`src/link_packet_deframer_core_macros.svh`:
```
// ---------------------------------------------------------------------------
// Link packet deframer assertion macros
// Concurrent assertion wrappers on clk and rst_n, empty under synthesis.
// ---------------------------------------------------------------------------
`ifndef LINK_PACKET_DEFRAMER_CORE_MACROS_SVH
`define LINK_PACKET_DEFRAMER_CORE_MACROS_SVH

`ifndef SYNTHESIS
`define LPD_ASSERT_SAME(name, ante, cons) \
  name: assert property (@(posedge clk) disable iff (!rst_n) (ante) |-> (cons)) \
    else $error("link packet deframer check failed");
`define LPD_ASSERT_NEXT(name, ante, cons) \
  name: assert property (@(posedge clk) disable iff (!rst_n) (ante) |=> (cons)) \
    else $error("link packet deframer check failed");
`else
`define LPD_ASSERT_SAME(name, ante, cons)
`define LPD_ASSERT_NEXT(name, ante, cons)
`endif

`endif

```
`src/lpd_pkg.sv`:
```
// ---------------------------------------------------------------------------
// Link packet deframer package
// Shared types, codes and constants of the deframer.
// ---------------------------------------------------------------------------
package lpd_pkg;

  localparam logic [1:0] MODE_BYTE  = 2'd0;
  localparam logic [1:0] MODE_SEQ   = 2'd1;
  localparam logic [1:0] MODE_CLEAR = 2'd2;
  localparam logic [1:0] MODE_NONE  = 2'd3;

  localparam logic CFG_BUS_TYPE  = 1'b0;
  localparam logic CFG_GPIO_TYPE = 1'b1;

  localparam logic [2:0] BUS_TYPE_RESET  = 3'd0;
  localparam logic [2:0] GPIO_TYPE_RESET = 3'd1;

  localparam logic [4:0] HDR_MIN_LEN   = 5'd3;
  localparam logic [4:0] BUS_MIN_LEN   = 5'd6;
  localparam logic [4:0] GPIO_MIN_LEN  = 5'd5;
  localparam logic [4:0] BUS_HDR_BYTES = 5'd3;
  localparam logic [4:0] SUB_HDR_BYTES = 5'd2;
  localparam logic [4:0] IDX_SEQ       = 5'd1;
  localparam logic [4:0] IDX_ACK       = 5'd2;
  localparam logic [4:0] IDX_SUB_A     = 5'd3;
  localparam logic [4:0] IDX_SUB_B     = 5'd4;
  localparam logic [4:0] IDX_PAYLOAD   = 5'd5;

  localparam logic [2:0] FLAG_TABLE_FULL = 3'b100;

  typedef enum logic [1:0] {
    ST_HEADER,
    ST_BODY,
    ST_DROP
  } parse_state_t;

  typedef enum logic [1:0] {
    PK_OTHER,
    PK_BUS,
    PK_GPIO
  } pkt_kind_t;

  typedef enum logic [2:0] {
    REC_PAYLOAD,
    REC_DONE,
    REC_GPIO,
    REC_STATUS,
    REC_SHORT,
    REC_BADLEN,
    REC_GPIOERR,
    REC_TRUNC
  } rec_kind_t;

  typedef struct packed {
    rec_kind_t  kind;
    logic [7:0] data_byte;
    logic       is_read_data;
    logic [7:0] seq_number;
    logic [7:0] ack_number;
    logic [2:0] flags;
    logic [6:0] target_address;
    logic [4:0] read_length;
    logic [4:0] command_length;
    logic       ack_matched;
    logic [3:0] pending_count;
  } rec_t;

  typedef struct packed {
    logic [1:0] cnt;
    rec_t       r0;
    rec_t       r1;
  } rec_pair_t;

  typedef struct packed {
    logic       reg_en;
    logic       clr_en;
    logic       match_en;
    logic [7:0] key;
  } pend_req_t;

  typedef struct packed {
    logic       full;
    logic       hit;
    logic [3:0] count;
  } pend_rsp_t;

endpackage

```
`src/lpd_ifs.sv`:
```
// ---------------------------------------------------------------------------
// Link packet deframer channels
// Valid/ready channels for input transactions and result records.
// ---------------------------------------------------------------------------
interface lpd_in_if;
  logic       valid;
  logic       ready;
  logic [1:0] mode;
  logic [7:0] value;
  logic       end_of_buffer;

  modport source (output valid, mode, value, end_of_buffer, input ready);
  modport sink   (input valid, mode, value, end_of_buffer, output ready);
endinterface

interface lpd_out_if;
  logic       valid;
  logic       ready;
  logic [2:0] record_kind;
  logic [7:0] data_byte;
  logic       is_read_data;
  logic [7:0] seq_number;
  logic [7:0] ack_number;
  logic [2:0] flags;
  logic [6:0] target_address;
  logic [4:0] read_length;
  logic [4:0] command_length;
  logic       ack_matched;
  logic [3:0] pending_count;

  modport source (output valid, record_kind, data_byte, is_read_data, seq_number,
                  ack_number, flags, target_address, read_length, command_length,
                  ack_matched, pending_count, input ready);
  modport sink   (input valid, record_kind, data_byte, is_read_data, seq_number,
                  ack_number, flags, target_address, read_length, command_length,
                  ack_matched, pending_count, output ready);
endinterface

```
`src/link_packet_deframer_core.sv`:
```
// ---------------------------------------------------------------------------
// Link packet deframer core
// Parses concatenated link packets from received buffers into records and
// tracks pending sequence numbers against received acknowledges.
// ---------------------------------------------------------------------------
//  channel | dir | handshake     | payload
//  in_ch   | in  | valid / ready | mode, value, end_of_buffer
//  out_ch  | out | valid / ready | zero to two result records per transaction
//  cfg_*   | in  | cfg_we        | cfg_index, cfg_wdata (packet type codes)
//
//  One input transaction per cycle while each gives at most one record and
//  out_ch takes it; a transaction that gives two records holds the two-slot
//  result buffer until out_ch takes the second one. A record reaches out_ch
//  through the input register and then the result buffer. Synchronous reset, no
//  clearing pass. in_ch.ready drops while the input register holds a
//  transaction that the result buffer cannot take.
// ---------------------------------------------------------------------------
`include "link_packet_deframer_core_macros.svh"

module link_packet_deframer_core
  import lpd_pkg::*;
#(
  parameter int PENDING_DEPTH = 8
) (
  input  logic       clk,
  input  logic       rst_n,
  input  logic       cfg_we,
  input  logic       cfg_index,
  input  logic [2:0] cfg_wdata,
  lpd_in_if.sink     in_ch,
  lpd_out_if.source  out_ch
);

  logic       in_vld_r;
  logic [1:0] in_mode_r;
  logic [7:0] in_value_r;
  logic       in_eob_r;
  logic [2:0] bus_type_r;
  logic [2:0] gpio_type_r;
  logic       go;
  logic       load_ok;
  pend_req_t  req;
  pend_rsp_t  rsp;
  rec_pair_t  pair;

  assign go          = in_vld_r && load_ok;
  assign in_ch.ready = !in_vld_r || go;

  always_ff @(posedge clk) begin
    if (!rst_n) begin
      in_vld_r <= 1'b0;
    end else if (in_ch.ready) begin
      in_vld_r <= in_ch.valid;
    end
  end

  always_ff @(posedge clk) begin
    if (in_ch.valid && in_ch.ready) begin
      in_mode_r  <= in_ch.mode;
      in_value_r <= in_ch.value;
      in_eob_r   <= in_ch.end_of_buffer;
    end
  end

  always_ff @(posedge clk) begin
    if (!rst_n) begin
      bus_type_r  <= BUS_TYPE_RESET;
      gpio_type_r <= GPIO_TYPE_RESET;
    end else if (cfg_we) begin
      case (cfg_index)
        CFG_BUS_TYPE:  bus_type_r  <= cfg_wdata;
        CFG_GPIO_TYPE: gpio_type_r <= cfg_wdata;
        default: begin
        end
      endcase
    end
  end

  lpd_parser u_parser (
    .clk       (clk),
    .rst_n     (rst_n),
    .go        (go),
    .mode      (in_mode_r),
    .value     (in_value_r),
    .eob       (in_eob_r),
    .bus_type  (bus_type_r),
    .gpio_type (gpio_type_r),
    .req       (req),
    .rsp       (rsp),
    .pair      (pair)
  );

  lpd_pending_table #(
    .PENDING_DEPTH (PENDING_DEPTH)
  ) u_pending (
    .clk   (clk),
    .rst_n (rst_n),
    .req   (req),
    .rsp   (rsp)
  );

  lpd_result_buffer u_result (
    .clk     (clk),
    .rst_n   (rst_n),
    .load    (go),
    .pair    (pair),
    .load_ok (load_ok),
    .out_ch  (out_ch)
  );

  `LPD_ASSERT_SAME(a_no_overrun, in_vld_r && !go, !in_ch.ready)
  `LPD_ASSERT_NEXT(a_records_shown, go && pair.cnt != 2'd0, out_ch.valid)
  `LPD_ASSERT_SAME(a_match_on_done, out_ch.valid && out_ch.ack_matched, out_ch.record_kind == REC_DONE)

endmodule

```
`src/lpd_pending_table.sv`:
```
// ---------------------------------------------------------------------------
// Pending sequence table
// Sent sequence numbers with valid bits, parallel acknowledge match and a
// running entry count.
// ---------------------------------------------------------------------------
module lpd_pending_table
  import lpd_pkg::*;
#(
  parameter int PENDING_DEPTH = 8
) (
  input  logic      clk,
  input  logic      rst_n,
  input  pend_req_t req,
  output pend_rsp_t rsp
);

  localparam int CNT_W = $clog2(PENDING_DEPTH + 1);

  logic [7:0]               seq_mem [PENDING_DEPTH];
  logic [PENDING_DEPTH-1:0] valid_r;
  logic [PENDING_DEPTH-1:0] valid_nxt;
  logic [CNT_W-1:0]         cnt_r;
  logic [CNT_W-1:0]         cnt_nxt;
  logic [PENDING_DEPTH-1:0] free_v;
  logic [PENDING_DEPTH-1:0] free_low;
  logic [PENDING_DEPTH-1:0] hit_v;
  logic [PENDING_DEPTH-1:0] hit_low;
  logic [PENDING_DEPTH-1:0] wr_v;
  logic [CNT_W+3:0]         cnt_ext;

  always_comb begin
    for (int i = 0; i < PENDING_DEPTH; i++) begin
      hit_v[i] = valid_r[i] && (seq_mem[i] == req.key);
    end
  end

  assign free_v   = ~valid_r;
  assign free_low = free_v & (~free_v + PENDING_DEPTH'(1));
  assign hit_low  = hit_v & (~hit_v + PENDING_DEPTH'(1));
  assign wr_v     = req.reg_en ? free_low : '0;

  always_comb begin
    valid_nxt = valid_r;
    cnt_nxt   = cnt_r;
    if (req.clr_en) begin
      valid_nxt = '0;
      cnt_nxt   = '0;
    end else if (req.reg_en && (free_v != '0)) begin
      valid_nxt = valid_r | free_low;
      cnt_nxt   = cnt_r + CNT_W'(1);
    end else if (req.match_en && (hit_v != '0)) begin
      valid_nxt = valid_r & ~hit_low;
      cnt_nxt   = cnt_r - CNT_W'(1);
    end
  end

  assign cnt_ext   = {4'b0, cnt_nxt};
  assign rsp.full  = (free_v == '0);
  assign rsp.hit   = (hit_v != '0);
  assign rsp.count = cnt_ext[3:0];

  always_ff @(posedge clk) begin
    if (!rst_n) begin
      valid_r <= '0;
      cnt_r   <= '0;
    end else begin
      valid_r <= valid_nxt;
      cnt_r   <= cnt_nxt;
    end
  end

  always_ff @(posedge clk) begin
    for (int i = 0; i < PENDING_DEPTH; i++) begin
      if (wr_v[i]) begin
        seq_mem[i] <= req.key;
      end
    end
  end

endmodule

```
`src/lpd_parser.sv`:
```
// ---------------------------------------------------------------------------
// Packet parser
// Per-transaction packet state update and result record build.
// ---------------------------------------------------------------------------
module lpd_parser
  import lpd_pkg::*;
(
  input  logic       clk,
  input  logic       rst_n,
  input  logic       go,
  input  logic [1:0] mode,
  input  logic [7:0] value,
  input  logic       eob,
  input  logic [2:0] bus_type,
  input  logic [2:0] gpio_type,
  output pend_req_t  req,
  input  pend_rsp_t  rsp,
  output rec_pair_t  pair
);

  parse_state_t state_r, state_nxt;
  pkt_kind_t    kind_r, kind_nxt;
  logic [4:0]   len_r, len_nxt;
  logic [4:0]   idx_r, idx_nxt;
  logic [7:0]   seq_r, seq_nxt;
  logic [7:0]   ack_r, ack_nxt;
  logic [7:0]   sa_r, sa_nxt;
  logic [7:0]   sb_r, sb_nxt;
  logic [4:0]   cmd_r, cmd_nxt;

  rec_kind_t  k0, k1;
  logic [1:0] n;
  logic [7:0] d0;
  logic       rd0;
  logic       stat;
  logic [7:0] sdata;
  logic [2:0] sflags;
  logic       err;
  logic       last;
  logic [4:0] size;
  logic [5:0] rl_need;
  logic [2:0] pk_flags;
  logic [6:0] pk_tgt;
  logic [4:0] pk_rl;
  rec_t       base;

  assign last    = (({1'b0, idx_r} + 6'd1) == {1'b0, len_r});
  assign size    = len_r - BUS_HDR_BYTES;
  assign rl_need = {1'b0, value[4:0]} + {1'b0, SUB_HDR_BYTES};

  always_comb begin
    state_nxt = state_r;
    kind_nxt  = kind_r;
    len_nxt   = len_r;
    idx_nxt   = idx_r;
    seq_nxt   = seq_r;
    ack_nxt   = ack_r;
    sa_nxt    = sa_r;
    sb_nxt    = sb_r;
    cmd_nxt   = cmd_r;
    req       = '0;
    req.key   = ack_r;
    n         = 2'd0;
    k0        = REC_PAYLOAD;
    k1        = REC_PAYLOAD;
    d0        = '0;
    rd0       = 1'b0;
    stat      = 1'b0;
    sdata     = '0;
    sflags    = '0;
    err       = 1'b0;
    if (go) begin
      case (mode)
        MODE_SEQ: begin
          req.reg_en = 1'b1;
          req.key    = value;
          stat       = 1'b1;
          sdata      = value;
          sflags     = rsp.full ? FLAG_TABLE_FULL : 3'b000;
          n          = 2'd1;
        end
        MODE_CLEAR: begin
          req.clr_en = 1'b1;
          stat       = 1'b1;
          n          = 2'd1;
        end
        MODE_BYTE: begin
          if (state_r == ST_DROP) begin
            if (eob) begin
              state_nxt = ST_HEADER;
            end
          end else begin
            if (state_r == ST_HEADER) begin
              seq_nxt = '0;
              ack_nxt = '0;
              sa_nxt  = '0;
              sb_nxt  = '0;
              cmd_nxt = '0;
              len_nxt = value[4:0];
              idx_nxt = IDX_SEQ;
              if (value[7:5] == bus_type) begin
                kind_nxt = PK_BUS;
              end else if (value[7:5] == gpio_type) begin
                kind_nxt = PK_GPIO;
              end else begin
                kind_nxt = PK_OTHER;
              end
              if (value[4:0] < HDR_MIN_LEN) begin
                k0  = REC_SHORT;
                n   = 2'd1;
                err = 1'b1;
              end else begin
                state_nxt = ST_BODY;
              end
            end else begin
              if (idx_r == IDX_SEQ) begin
                seq_nxt = value;
              end else if (idx_r == IDX_ACK) begin
                ack_nxt = value;
              end else if (kind_r == PK_BUS && len_r >= BUS_MIN_LEN) begin
                if (idx_r == IDX_SUB_A) begin
                  sa_nxt = value;
                end else if (idx_r == IDX_SUB_B) begin
                  sb_nxt = value;
                  if (sa_r[7]) begin
                    if (rl_need > {1'b0, size}) begin
                      k0  = REC_BADLEN;
                      n   = 2'd1;
                      err = 1'b1;
                    end else begin
                      cmd_nxt = size - SUB_HDR_BYTES - (value[7] ? 5'd0 : value[4:0]);
                    end
                  end else begin
                    cmd_nxt = size - SUB_HDR_BYTES;
                  end
                end else begin
                  k0  = REC_PAYLOAD;
                  d0  = value;
                  rd0 = ((idx_r - IDX_PAYLOAD) >= cmd_r);
                  n   = 2'd1;
                  if (last) begin
                    req.match_en = 1'b1;
                    k1           = REC_DONE;
                    n            = 2'd2;
                  end
                end
              end else if (kind_r == PK_GPIO && len_r >= GPIO_MIN_LEN) begin
                if (idx_r == IDX_SUB_A) begin
                  sa_nxt = value;
                  if (value[6]) begin
                    k0  = REC_GPIOERR;
                    n   = 2'd1;
                    err = 1'b1;
                  end
                end else if (idx_r == IDX_SUB_B) begin
                  sb_nxt = value;
                  k0     = REC_GPIO;
                  d0     = value;
                  n      = 2'd1;
                end
              end
              if (!err && last && idx_r >= IDX_ACK
                  && ((kind_r == PK_BUS && len_r < BUS_MIN_LEN)
                      || (kind_r == PK_GPIO && len_r < GPIO_MIN_LEN))) begin
                k0  = REC_SHORT;
                n   = 2'd1;
                err = 1'b1;
              end
              idx_nxt = idx_r + 5'd1;
              if (last) begin
                state_nxt = ST_HEADER;
              end
            end
            if (err) begin
              state_nxt = eob ? ST_HEADER : ST_DROP;
            end else if (eob && state_nxt != ST_HEADER) begin
              state_nxt = ST_HEADER;
              if (n == 2'd0) begin
                k0 = REC_TRUNC;
                n  = 2'd1;
              end else begin
                k1 = REC_TRUNC;
                n  = 2'd2;
              end
            end
          end
        end
        default: begin
        end
      endcase
    end
  end

  always_comb begin
    pk_flags = '0;
    pk_tgt   = '0;
    pk_rl    = '0;
    case (kind_nxt)
      PK_BUS: begin
        pk_flags = {sb_nxt[6], sb_nxt[7], sa_nxt[7]};
        pk_tgt   = sa_nxt[6:0];
        pk_rl    = sa_nxt[7] ? sb_nxt[4:0] : 5'd0;
      end
      PK_GPIO: begin
        pk_flags = {sa_nxt[6], sa_nxt[7], 1'b0};
        pk_tgt   = {2'b00, sa_nxt[4:0]};
      end
      default: begin
      end
    endcase

    base                = '0;
    base.seq_number     = seq_nxt;
    base.ack_number     = ack_nxt;
    base.flags          = pk_flags;
    base.target_address = pk_tgt;
    base.read_length    = pk_rl;
    base.command_length = cmd_nxt;
    base.pending_count  = rsp.count;

    pair.cnt = n;
    if (stat) begin
      pair.r0               = '0;
      pair.r0.kind          = REC_STATUS;
      pair.r0.data_byte     = sdata;
      pair.r0.flags         = sflags;
      pair.r0.pending_count = rsp.count;
    end else begin
      pair.r0              = base;
      pair.r0.kind         = k0;
      pair.r0.data_byte    = d0;
      pair.r0.is_read_data = rd0;
    end
    pair.r1             = base;
    pair.r1.kind        = k1;
    pair.r1.ack_matched = (k1 == REC_DONE) && rsp.hit;
  end

  always_ff @(posedge clk) begin
    if (!rst_n) begin
      state_r <= ST_HEADER;
      kind_r  <= PK_OTHER;
      len_r   <= '0;
      idx_r   <= '0;
      seq_r   <= '0;
      ack_r   <= '0;
      sa_r    <= '0;
      sb_r    <= '0;
      cmd_r   <= '0;
    end else begin
      state_r <= state_nxt;
      kind_r  <= kind_nxt;
      len_r   <= len_nxt;
      idx_r   <= idx_nxt;
      seq_r   <= seq_nxt;
      ack_r   <= ack_nxt;
      sa_r    <= sa_nxt;
      sb_r    <= sb_nxt;
      cmd_r   <= cmd_nxt;
    end
  end

endmodule

```
`src/lpd_result_buffer.sv`:
```
// ---------------------------------------------------------------------------
// Result buffer
// Two-slot result register; loads the records of one transaction and
// presents them one at a time.
// ---------------------------------------------------------------------------
module lpd_result_buffer
  import lpd_pkg::*;
(
  input  logic             clk,
  input  logic             rst_n,
  input  logic             load,
  input  rec_pair_t        pair,
  output logic             load_ok,
  lpd_out_if.source        out_ch
);

  logic [1:0] cnt_r;
  rec_t       s0_r;
  rec_t       s1_r;
  logic       pop;

  assign pop     = out_ch.valid && out_ch.ready;
  assign load_ok = (cnt_r == 2'd0) || ((cnt_r == 2'd1) && out_ch.ready);

  always_ff @(posedge clk) begin
    if (!rst_n) begin
      cnt_r <= '0;
    end else if (load) begin
      cnt_r <= pair.cnt;
    end else if (pop) begin
      cnt_r <= cnt_r - 2'd1;
    end
  end

  always_ff @(posedge clk) begin
    if (load) begin
      s0_r <= pair.r0;
      s1_r <= pair.r1;
    end else if (pop) begin
      s0_r <= s1_r;
    end
  end

  assign out_ch.valid          = (cnt_r != 2'd0);
  assign out_ch.record_kind    = s0_r.kind;
  assign out_ch.data_byte      = s0_r.data_byte;
  assign out_ch.is_read_data   = s0_r.is_read_data;
  assign out_ch.seq_number     = s0_r.seq_number;
  assign out_ch.ack_number     = s0_r.ack_number;
  assign out_ch.flags          = s0_r.flags;
  assign out_ch.target_address = s0_r.target_address;
  assign out_ch.read_length    = s0_r.read_length;
  assign out_ch.command_length = s0_r.command_length;
  assign out_ch.ack_matched    = s0_r.ack_matched;
  assign out_ch.pending_count  = s0_r.pending_count;

endmodule

```
`src/flat_wrapper.sv`:
```
// flat-port wrapper written by rule: the top's interface ports become plain ports
module link_packet_deframer_core_flat import lpd_pkg::*;
#(
  parameter int PENDING_DEPTH = 8
)
  (clk, rst_n, cfg_we, cfg_index, cfg_wdata, in_ch_valid, in_ch_mode, in_ch_value, in_ch_end_of_buffer, in_ch_ready, out_ch_valid, out_ch_record_kind, out_ch_data_byte, out_ch_is_read_data, out_ch_seq_number, out_ch_ack_number, out_ch_flags, out_ch_target_address, out_ch_read_length, out_ch_command_length, out_ch_ack_matched, out_ch_pending_count, out_ch_ready);
  lpd_in_if in_ch_i ();
  lpd_out_if out_ch_i ();
  input  logic clk;
  input  logic rst_n;
  input  logic cfg_we;
  input  logic cfg_index;
  input  logic [2:0] cfg_wdata;
  input wire logic [$bits(in_ch_i.valid)-1:0] in_ch_valid;
  input wire logic [$bits(in_ch_i.mode)-1:0] in_ch_mode;
  input wire logic [$bits(in_ch_i.value)-1:0] in_ch_value;
  input wire logic [$bits(in_ch_i.end_of_buffer)-1:0] in_ch_end_of_buffer;
  output wire logic [$bits(in_ch_i.ready)-1:0] in_ch_ready;
  output wire logic [$bits(out_ch_i.valid)-1:0] out_ch_valid;
  output wire logic [$bits(out_ch_i.record_kind)-1:0] out_ch_record_kind;
  output wire logic [$bits(out_ch_i.data_byte)-1:0] out_ch_data_byte;
  output wire logic [$bits(out_ch_i.is_read_data)-1:0] out_ch_is_read_data;
  output wire logic [$bits(out_ch_i.seq_number)-1:0] out_ch_seq_number;
  output wire logic [$bits(out_ch_i.ack_number)-1:0] out_ch_ack_number;
  output wire logic [$bits(out_ch_i.flags)-1:0] out_ch_flags;
  output wire logic [$bits(out_ch_i.target_address)-1:0] out_ch_target_address;
  output wire logic [$bits(out_ch_i.read_length)-1:0] out_ch_read_length;
  output wire logic [$bits(out_ch_i.command_length)-1:0] out_ch_command_length;
  output wire logic [$bits(out_ch_i.ack_matched)-1:0] out_ch_ack_matched;
  output wire logic [$bits(out_ch_i.pending_count)-1:0] out_ch_pending_count;
  input wire logic [$bits(out_ch_i.ready)-1:0] out_ch_ready;
  assign in_ch_i.valid = in_ch_valid;
  assign in_ch_i.mode = in_ch_mode;
  assign in_ch_i.value = in_ch_value;
  assign in_ch_i.end_of_buffer = in_ch_end_of_buffer;
  assign in_ch_ready = in_ch_i.ready;
  assign out_ch_valid = out_ch_i.valid;
  assign out_ch_record_kind = out_ch_i.record_kind;
  assign out_ch_data_byte = out_ch_i.data_byte;
  assign out_ch_is_read_data = out_ch_i.is_read_data;
  assign out_ch_seq_number = out_ch_i.seq_number;
  assign out_ch_ack_number = out_ch_i.ack_number;
  assign out_ch_flags = out_ch_i.flags;
  assign out_ch_target_address = out_ch_i.target_address;
  assign out_ch_read_length = out_ch_i.read_length;
  assign out_ch_command_length = out_ch_i.command_length;
  assign out_ch_ack_matched = out_ch_i.ack_matched;
  assign out_ch_pending_count = out_ch_i.pending_count;
  assign out_ch_i.ready = out_ch_ready;
  link_packet_deframer_core #(.PENDING_DEPTH(PENDING_DEPTH)) u_core (.clk(clk), .rst_n(rst_n), .cfg_we(cfg_we), .cfg_index(cfg_index), .cfg_wdata(cfg_wdata), .in_ch(in_ch_i), .out_ch(out_ch_i));
endmodule
```
`config.mk`:
```
export PLATFORM = sky130hd
export DESIGN_NAME = link_packet_deframer_core_flat
export DESIGN_NICKNAME = d
export VERILOG_FILES = /design/src/lpd_pkg.sv /design/src/lpd_ifs.sv /design/src/link_packet_deframer_core.sv /design/src/lpd_pending_table.sv /design/src/lpd_parser.sv /design/src/lpd_result_buffer.sv /design/src/flat_wrapper.sv
export VERILOG_INCLUDE_DIRS = /design/src /design/src/src
export SDC_FILE = /design/constraint.sdc
export NUM_CORES = 1
export LEC_CHECK = 0
export ABC_CLOCK_PERIOD_IN_PS = 3500
export BUFFER_PORTS_ARGS = -buffer_cell sky130_fd_sc_hd__buf_2
export CAP_MARGIN = 20
export CORE_UTILIZATION = 30
export DETAILED_ROUTE_END_ITERATION = 16
export PLACE_DENSITY = 0.45
export SLEW_MARGIN = 20
export SYNTH_ARGS = -nofsm -noshare
export SYNTH_HDL_FRONTEND = slang
export SYNTH_SLANG_ARGS = --single-unit
```
`constraint.sdc`:
```
create_clock -name clk -period 3.5 [get_ports clk]
set_clock_uncertainty 0.2 [all_clocks]
set_input_delay 0.175 -clock clk [delete_from_list [all_inputs] [get_ports clk]]
set_output_delay 0.175 -clock clk [all_outputs]
set_load 0.01 [all_outputs]
```
### Word level (Yosys, flattened, before mapping)

Memories as Yosys holds them, arrays and structs flattened.
Cells that the tools add are included.

| operators by class | value |
|---|---|
| $lt $le $gt $ge | 8 |
| eq/ne operators | 27 |
| bitwise gates (word level) | 11 |
| reduce and logical (&&, ||, !) cells | 55 |
| multipliers | 0 |
| shift-type cells | 0 |
| add/subtract/negate cells | 12 |
| multiplexer cells | 224 |
| divide/modulo/power cells | 0 |

Operator list:

| cell | count |
|---|---|
| $mux W8 | 53 |
| $mux W53 | 3 |
| $mux W3 | 33 |
| $mux W1 | 76 |
| $mux W5 | 15 |
| $mux W2 | 37 |
| $eq A8 B8 Y1 | 8 |
| $reduce_or A8 Y1 | 7 |
| $not A8 Y8 | 4 |
| $and A8 B8 Y8 | 3 |
| $logic_and A1 B1 Y1 | 23 |
| $add A8 B1 Y8 const B | 2 |
| $reduce_bool A8 Y1 | 2 |
| $pmux W7 S2 | 1 |
| $mux W4 | 3 |
| $mux W11 | 1 |
| $eq A5 B2 Y1 const B | 2 |
| $ge A5 B3 Y1 const B | 2 |
| $lt A5 B3 Y1 const B | 2 |
| $sub A5 B2 Y5 const B | 2 |
| $eq A2 B1 Y1 const B | 4 |
| $eq A2 B2 Y1 const B | 4 |
| $logic_not A2 Y1 | 4 |
| $logic_not A8 Y1 | 1 |
| 32 further kinds | 45 |

| word-level totals | value |
|---|---|
| bits in read-only memories | 0 |
| memories kept | 1 |
| bits of input ports | 20 |
| word-level logic and storage cells | 377 |
| flip-flop bits (word level) | 180 |
| latch bits | 0 |
| output and inout bits | 55 |
| bits in writable memories | 64 |

Memory list:

| name | depth | width | rd ports | clocked after memory_dff | wr ports | line | RTL |
|---|---|---|---|---|---|---|---|
| u_core.u_pending.seq_mem | 8 | 8 | 8 | 0 | 1 | lpd_pending_table.sv:19 | `logic [7:0] seq_mem [PENDING_DEPTH];` |

### Logic depth before layout (Yosys ltp)

| depth | value |
|---|---|
| word-level depth | 31 |
| depth in mapped cells | 16 |
| gate-level depth less buffers | 14 |

### Modules after synthesis

Synthesis repeated with hierarchy kept, for this count alone.

| unflattened totals | value |
|---|---|
| cell total of the unflattened synthesis | 1053 |
| area, all modules | 12640.9 um^2 |

Modules (own cells, without submodules):

| module | area an instance (um^2) | seq. area each (um^2) | cells each | instances |
|---|---|---|---|---|
| lpd_parser | 4322.9 | 1001.0 | 561 | 1 |
| lpd_result_buffer | 4130.2 | 3223.1 | 184 | 1 |
| lpd_pending_table | 3560.9 | 2162.1 | 266 | 1 |
| link_packet_deframer_core | 626.9 | 470.5 | 42 | 1 |

### Worst setup path after synthesis

Ideal clock, no wire load.

| path | value |
|---|---|
| path type | register -> register |
| from | register u_core.u_result.cnt_r[0] |
| to | register u_core.u_result.s0_r (netlist bit u_core.u_result.out_ch.command_length[3]), data pin |
| data required time | 3.040 ns |
| arrival time | 3.309 ns |
| period minus slack after synthesis | 3.769 ns |
| path buffers | 3 |
| cell stages (with the launch flop) | 11 |
| setup time | 0.260 ns |
| slack | -0.269 ns |
| path through | dfxtp_1 inv_1 ha_1 a21o_2 buf_4 nand2_1 inv_1 clkbuf_1 clkbuf_1 o221ai_1 o211a_1 |

| between the ends | value |
|---|---|
| cells in the longest elaborated chain, start to end | 7 |
| elaborated cells between the ends (all ways) | 9 |
| classes of those cells | eq/ne: 1; mux: 4; reduce/logical: 4 |

RTL lines:

| element | line | RTL |
|---|---|---|
| start: declaration | lpd_result_buffer.sv:17 | `logic [1:0] cnt_r;` |
| start signal: assignment | lpd_result_buffer.sv:29 | `cnt_r <= pair.cnt;` |
| start signal: assignment | lpd_result_buffer.sv:31 | `cnt_r <= cnt_r - 2'd1;` |
| $eq A2 B1 Y1 | lpd_result_buffer.sv:23 | `assign load_ok = (cnt_r == 2'd0) \|\| ((cnt_r == 2'd1) && out_ch.ready);` |
| $logic_and A1 B1 Y1 | lpd_result_buffer.sv:23 |  |
| $logic_or A1 B1 Y1 (*) | lpd_result_buffer.sv:23 |  |
| $logic_and A1 B1 Y1 (*) | link_packet_deframer_core.sv:46 | `assign go = in_vld_r && load_ok;` |
| via u_core.go | link_packet_deframer_core.sv:40 | `logic go;` |
| $mux W5 / $mux W1 (equally long branches) | lpd_parser.sv:72 | `if (go) begin` |
| $mux W53 | lpd_parser.sv:222 | `if (stat) begin` |
| $mux W53 (*) | lpd_result_buffer.sv:36 | `if (load) begin` |
| end signal: assignment | lpd_result_buffer.sv:37 | `s0_r <= pair.r0;` |
| end signal: assignment | lpd_result_buffer.sv:40 | `s0_r <= s1_r;` |
| end: declaration | lpd_result_buffer.sv:18 | `rec_t s0_r;` |

The timed path passes the listed nets; every way through them passes the cells marked *.
A chain may end at the register's enable or synchronous reset.

### Worst setup path in the final report

| path | value |
|---|---|
| from | register u_core.in_mode_r[1] |
| to | register u_core.u_result.s0_r (netlist bit u_core.u_result.out_ch.pending_count[1]), data pin |

| between the ends | value |
|---|---|
| cells in the longest elaborated chain, start to end | 12 |
| elaborated cells between the ends (all ways) | 32 |
| classes of those cells | eq/ne: 10; mux: 10; reduce/logical: 12 |

RTL lines:

| element | line | RTL |
|---|---|---|
| start: declaration | link_packet_deframer_core.sv:35 | `logic [1:0] in_mode_r;` |
| start signal: assignment | link_packet_deframer_core.sv:59 | `in_mode_r <= in_ch.mode;` |
| $eq A2 B1 Y1 | lpd_parser.sv:73 | `case (mode)` |
| $mux W8 | lpd_parser.sv:73 |  |
| $mux W11 (*) | lpd_parser.sv:72 |  |
| $eq A8 B8 Y1 | lpd_pending_table.sv:33 | `hit_v[i] = valid_r[i] && (seq_mem[i] == req.key);` |
| $logic_and A1 B1 Y1 | lpd_pending_table.sv:33 |  |
| $reduce_bool A8 Y1 | lpd_pending_table.sv:51 | `end else if (req.match_en && (hit_v != '0)) begin` |
| $logic_and A1 B1 Y1 | lpd_pending_table.sv:51 |  |
| $mux W4 | lpd_pending_table.sv:51 |  |
| $mux W4 | lpd_pending_table.sv:48 | `end else if (req.reg_en && (free_v != '0)) begin` |
| $mux W4 (*) | lpd_pending_table.sv:45 | `if (req.clr_en) begin` |
| $mux W53 (*) | lpd_parser.sv:222 |  |
| $mux W53 (*) | lpd_result_buffer.sv:36 |  |

Mark *: on every way between the ends. The rest lies on a longest branch, timed or not.

==> results.py <==
metrics = {
    "status": {
        "status": "completed",
    },
    "detailed_routing": {
        "dr.pass1.iters": 5,
        "num_vias": 9449,
        "drc": 0,
        "routed_wl_um": 36700,
        "wire_per_inst_um": 19.4,
        "drt-initial-drc-count": 575,
        "postRouteAntennaNets": 0,
        "viasPerCell": 4.98,
    },
    "synth": {
        "ys_async_sr_fraction": 0,
        "ys.flop_type": "edfxtp_1",
        "ys_types": 85,
        "netlist_area_um2": 12100,
        "synthesis.instances": 1117,
        "yosys_warnings": 0,
        "ys_seq_area_frac": 0.542,
        "ys_ff_latch": 242,
        "synth_edf_count": 171,
        "syn_nets": 1171,
        "syn_area_per_cell_um2": 10.8,
    },
    "flow_run": {
        "drv_cap": 0,
    },
    "floorplanning": {
        "die_y_um": 203,
        "die_area_um2": 41200,
        "die_w_um": 203,
        "initial_utilization": 0.305,
        "core_area_um2": 39700,
        "ioPinCount": 75,
        "num_rows": 73,
    },
    "layout": {
        "final_cell_mix": "edfxtp_1 (171), buf_4 (143), nand2_1 (93), buf_2 (74), dfxtp_1 (69)",
        "drive_above_1_share": 0.284,
        "fin_area_um2": 15900,
        "areaGrowthSynthToFinish_pct": 31.3,
        "fill_cells": 3867,
        "nets": 1405,
        "utilization": 0.400,
        "final_common_cell": "edfxtp_1",
        "antenna_cells": 0,
    },
    "placement": {
        "dpl_worst_slack_ns": -0.121,
        "dp_hpwl_um": 26300,
        "io_buffers": 74,
        "globalplace.congestion": 0.851,
        "dpl_cell_area_um2": 13900,
    },
    "clocking": {
        "cts.htree.levels": 1,
        "numCtsBuffers": 28,
        "cts.sinks": 242,
        "insertion_delay_ns": 0.56,
        "cts_tree": "yes",
        "root_buffer": "clkbuf_16",
        "cts_buffer_depth": 3,
        "path_clk_slew_ns": 0.06,
    },
    "timing": {
        "holdWs_ns": 0.0372,
        "setup_viol": 0,
        "fmax_ghz": 0.292,
        "timing.final.crit_share": 0.977,
        "slew_viol_final": 0,
        "tightest_slew_ns": 0.933,
        "period_minus_slack_ns": 3.42,
        "relSlewSlack": 0.373,
        "hold_viol": 0,
        "layout_setup_ws_ns": 0.0810,
        "rsz0062_at_grt": "yes",
    },
    "power_and_ir_drop": {
        "ir_worst_vdd_mv": 0.373,
        "total_power_mw": 8.25,
        "powerDensity_nw_per_um2": 519,
        "leakage_nw": 6.06,
    },
    "grt": {
        "grt-busiest-layer": "met2",
        "antenna_found_initial": 0,
        "grt_util_all_layers": 0.176,
        "grt_max_degree": 54,
        "use_met1": 0.256,
        "grt_pass1_wl_um": 55500,
        "first_global_vias": 9127,
        "grtUsageMet3": 0.0291,
        "grt-ovfl-total": 0,
        "grtUsageMet2": 0.269,
    },
    "setup_path": {
        "critPathBufInv": 5,
        "cp_num_cells": 15,
        "crit_type": "reg -> reg",
        "endpoint_kind": "flip-flop",
        "crit_chain": "inv_2, ha_4, and2_4, buf_12, buf_6, nand3_4, buf_6, and3_1, nor4_1, and4_1, o2bb2a_4, a31oi_4, buf_6, o311a_4, o21ai_2",
        "arrival_ns": 3.53,
        "r2r_setup_slack_ns": 0.08,
        "cpPeakStageDelay_ns": 0.40,
        "cp_common_cell": "buf_6",
        "critical_path.top_delay_family": "simple AND/OR/NAND/NOR gates",
        "startpoint_type": "flip-flop",
        "rr_worst_depth": 15,
        "crit_fanout": 8,
        "required_ns": 3.61,
        "slowest_stage": "edfxtp_1",
    },
    "min_path": {
        "worstHoldPathCells": 4,
        "min_path_type": "in -> reg",
    },
}
-- path summary, 6_finish.rpt --
kind | start | end
max reg2reg | u_core.in_mode_r[1] | u_core.u_result.out_ch.pending_count[1]
min reg2reg | u_core.u_pending.valid_r[6] | u_core.u_pending.valid_r[6]
max | u_core.in_mode_r[1] | u_core.u_result.out_ch.pending_count[1]
min | out_ch_ready | u_core.u_result.cnt_r[1]
-- layout make-up --
cell class,instances,area (µm²),share of cell area
Clock inverter,16,174,0.0109
Timing Repair Buffer,259,1910,0.120
Inverter,36,138,0.00866
Clock buffer,36,752,0.0473
Sequential cell,242,6560,0.413
Tap cell,525,657,0.0413
Multi-Input combinational cell,784,5690,0.358
-- routing by layer --
layer | wire length (µm) | share of wire | vias to the layer above
met5 | 0 | 0 | -
met4 | 754 | 0.021 | 0
met3 | 1960 | 0.053 | 52
met2 | 16100 | 0.44 | 224
met1 | 17900 | 0.49 | 4567
li1 | - | - | 4606
-- sequential cells by signal, indices dropped and copies added, names as in the netlist, 3 cells and up --
name and cells:
u_core.u_parser.cmd_r 5, u_core.u_parser.sa_r 8, u_core.u_parser.seq_r 8, u_core.u_result.out_ch.pending_count 4, u_core.in_value_r 8, u_core.u_pending.seq_mem 64, u_core.u_parser.sb_r 7, u_core.u_result.out_ch.read_length 5
u_core.u_result.out_ch.ack_number 8, u_core.u_result.s1_r 43, u_core.u_result.out_ch.seq_number 8, u_core.u_result.out_ch.record_kind 3, u_core.gpio_type_r 3, u_core.u_result.out_ch.command_length 5, u_core.u_result.out_ch.flags 3, u_core.u_parser.idx_r 5
u_core.u_pending.cnt_r 4, u_core.u_pending.valid_r 8, u_core.u_parser.ack_r 8, u_core.u_result.out_ch.target_address 7, u_core.u_parser.len_r 5, u_core.bus_type_r 3, u_core.u_result.out_ch.data_byte 8
-- metrics by stage --
step,instances,TNS [ns]
2_1_floorplan,1117,0
3_3_place_gp,1788,-0.284
3_5_place_dp,1788,-0.808
4_1_cts,1881,0
5_1_grt,1898,-0.441
6_report,1898,0
-- cell families after synthesis --
family,after synthesis,share of synthesized area
AO/OA/AOI/OAI,274,0.156
XOR/XNOR,47,0.0371
adder cells (fa/ha/maj),35,0.0367
buffers and inverters,92,0.0329
flip-flops,242,0.542
multiplexers,8,0.00662
AND/OR/NAND/NOR,419,0.189
-- cell usage after synthesis, drive strengths merged (17+ instances only) --
| cell type | n | share of area |
|---|---|---|
| inv | 36 | 0.011 |
| and3 | 55 | 0.029 |
| xnor2 | 29 | 0.021 |
| a22o | 43 | 0.031 |
| nor2 | 55 | 0.017 |
| nor2b | 28 | 0.014 |
| dfxtp | 71 | 0.12 |
| buf | 24 | 0.012 |
| clkbuf | 32 | 0.0099 |
| o21ai | 60 | 0.026 |
| nor3 | 23 | 0.0099 |
| nand2 | 102 | 0.033 |
| a21oi | 85 | 0.036 |
| a22oi | 23 | 0.014 |
| xor2 | 17 | 0.014 |
| and2 | 49 | 0.025 |
| nand3 | 33 | 0.017 |
| nor4 | 24 | 0.013 |
| edfxtp | 171 | 0.42 |
| nand2b | 17 | 0.0088 |
| ha | 33 | 0.034 |
-- worst min-delay path, stage by stage --
cell and delay (ns):
buf_2 0.17, mux2i_1 0.19, nor2_1 0.14, a31oi_1 0.08
-- where the power goes --
group          internal (mW)  switching, mW
Sequential              3.45          0.105
Clock                   1.74           1.21
Combinational          0.715           1.02
-- timing repair --
action                                  CTS  global route
pin swaps                                 7            22
hold endpoints to repair                 36             0
endpoints found under the setup margin    9            26
gates resized for setup                  31            91
gates cloned                              1             3
hold buffers                             28             0
buffers inserted                         12            16
Note: power is estimated with default switching activity, not from simulation.
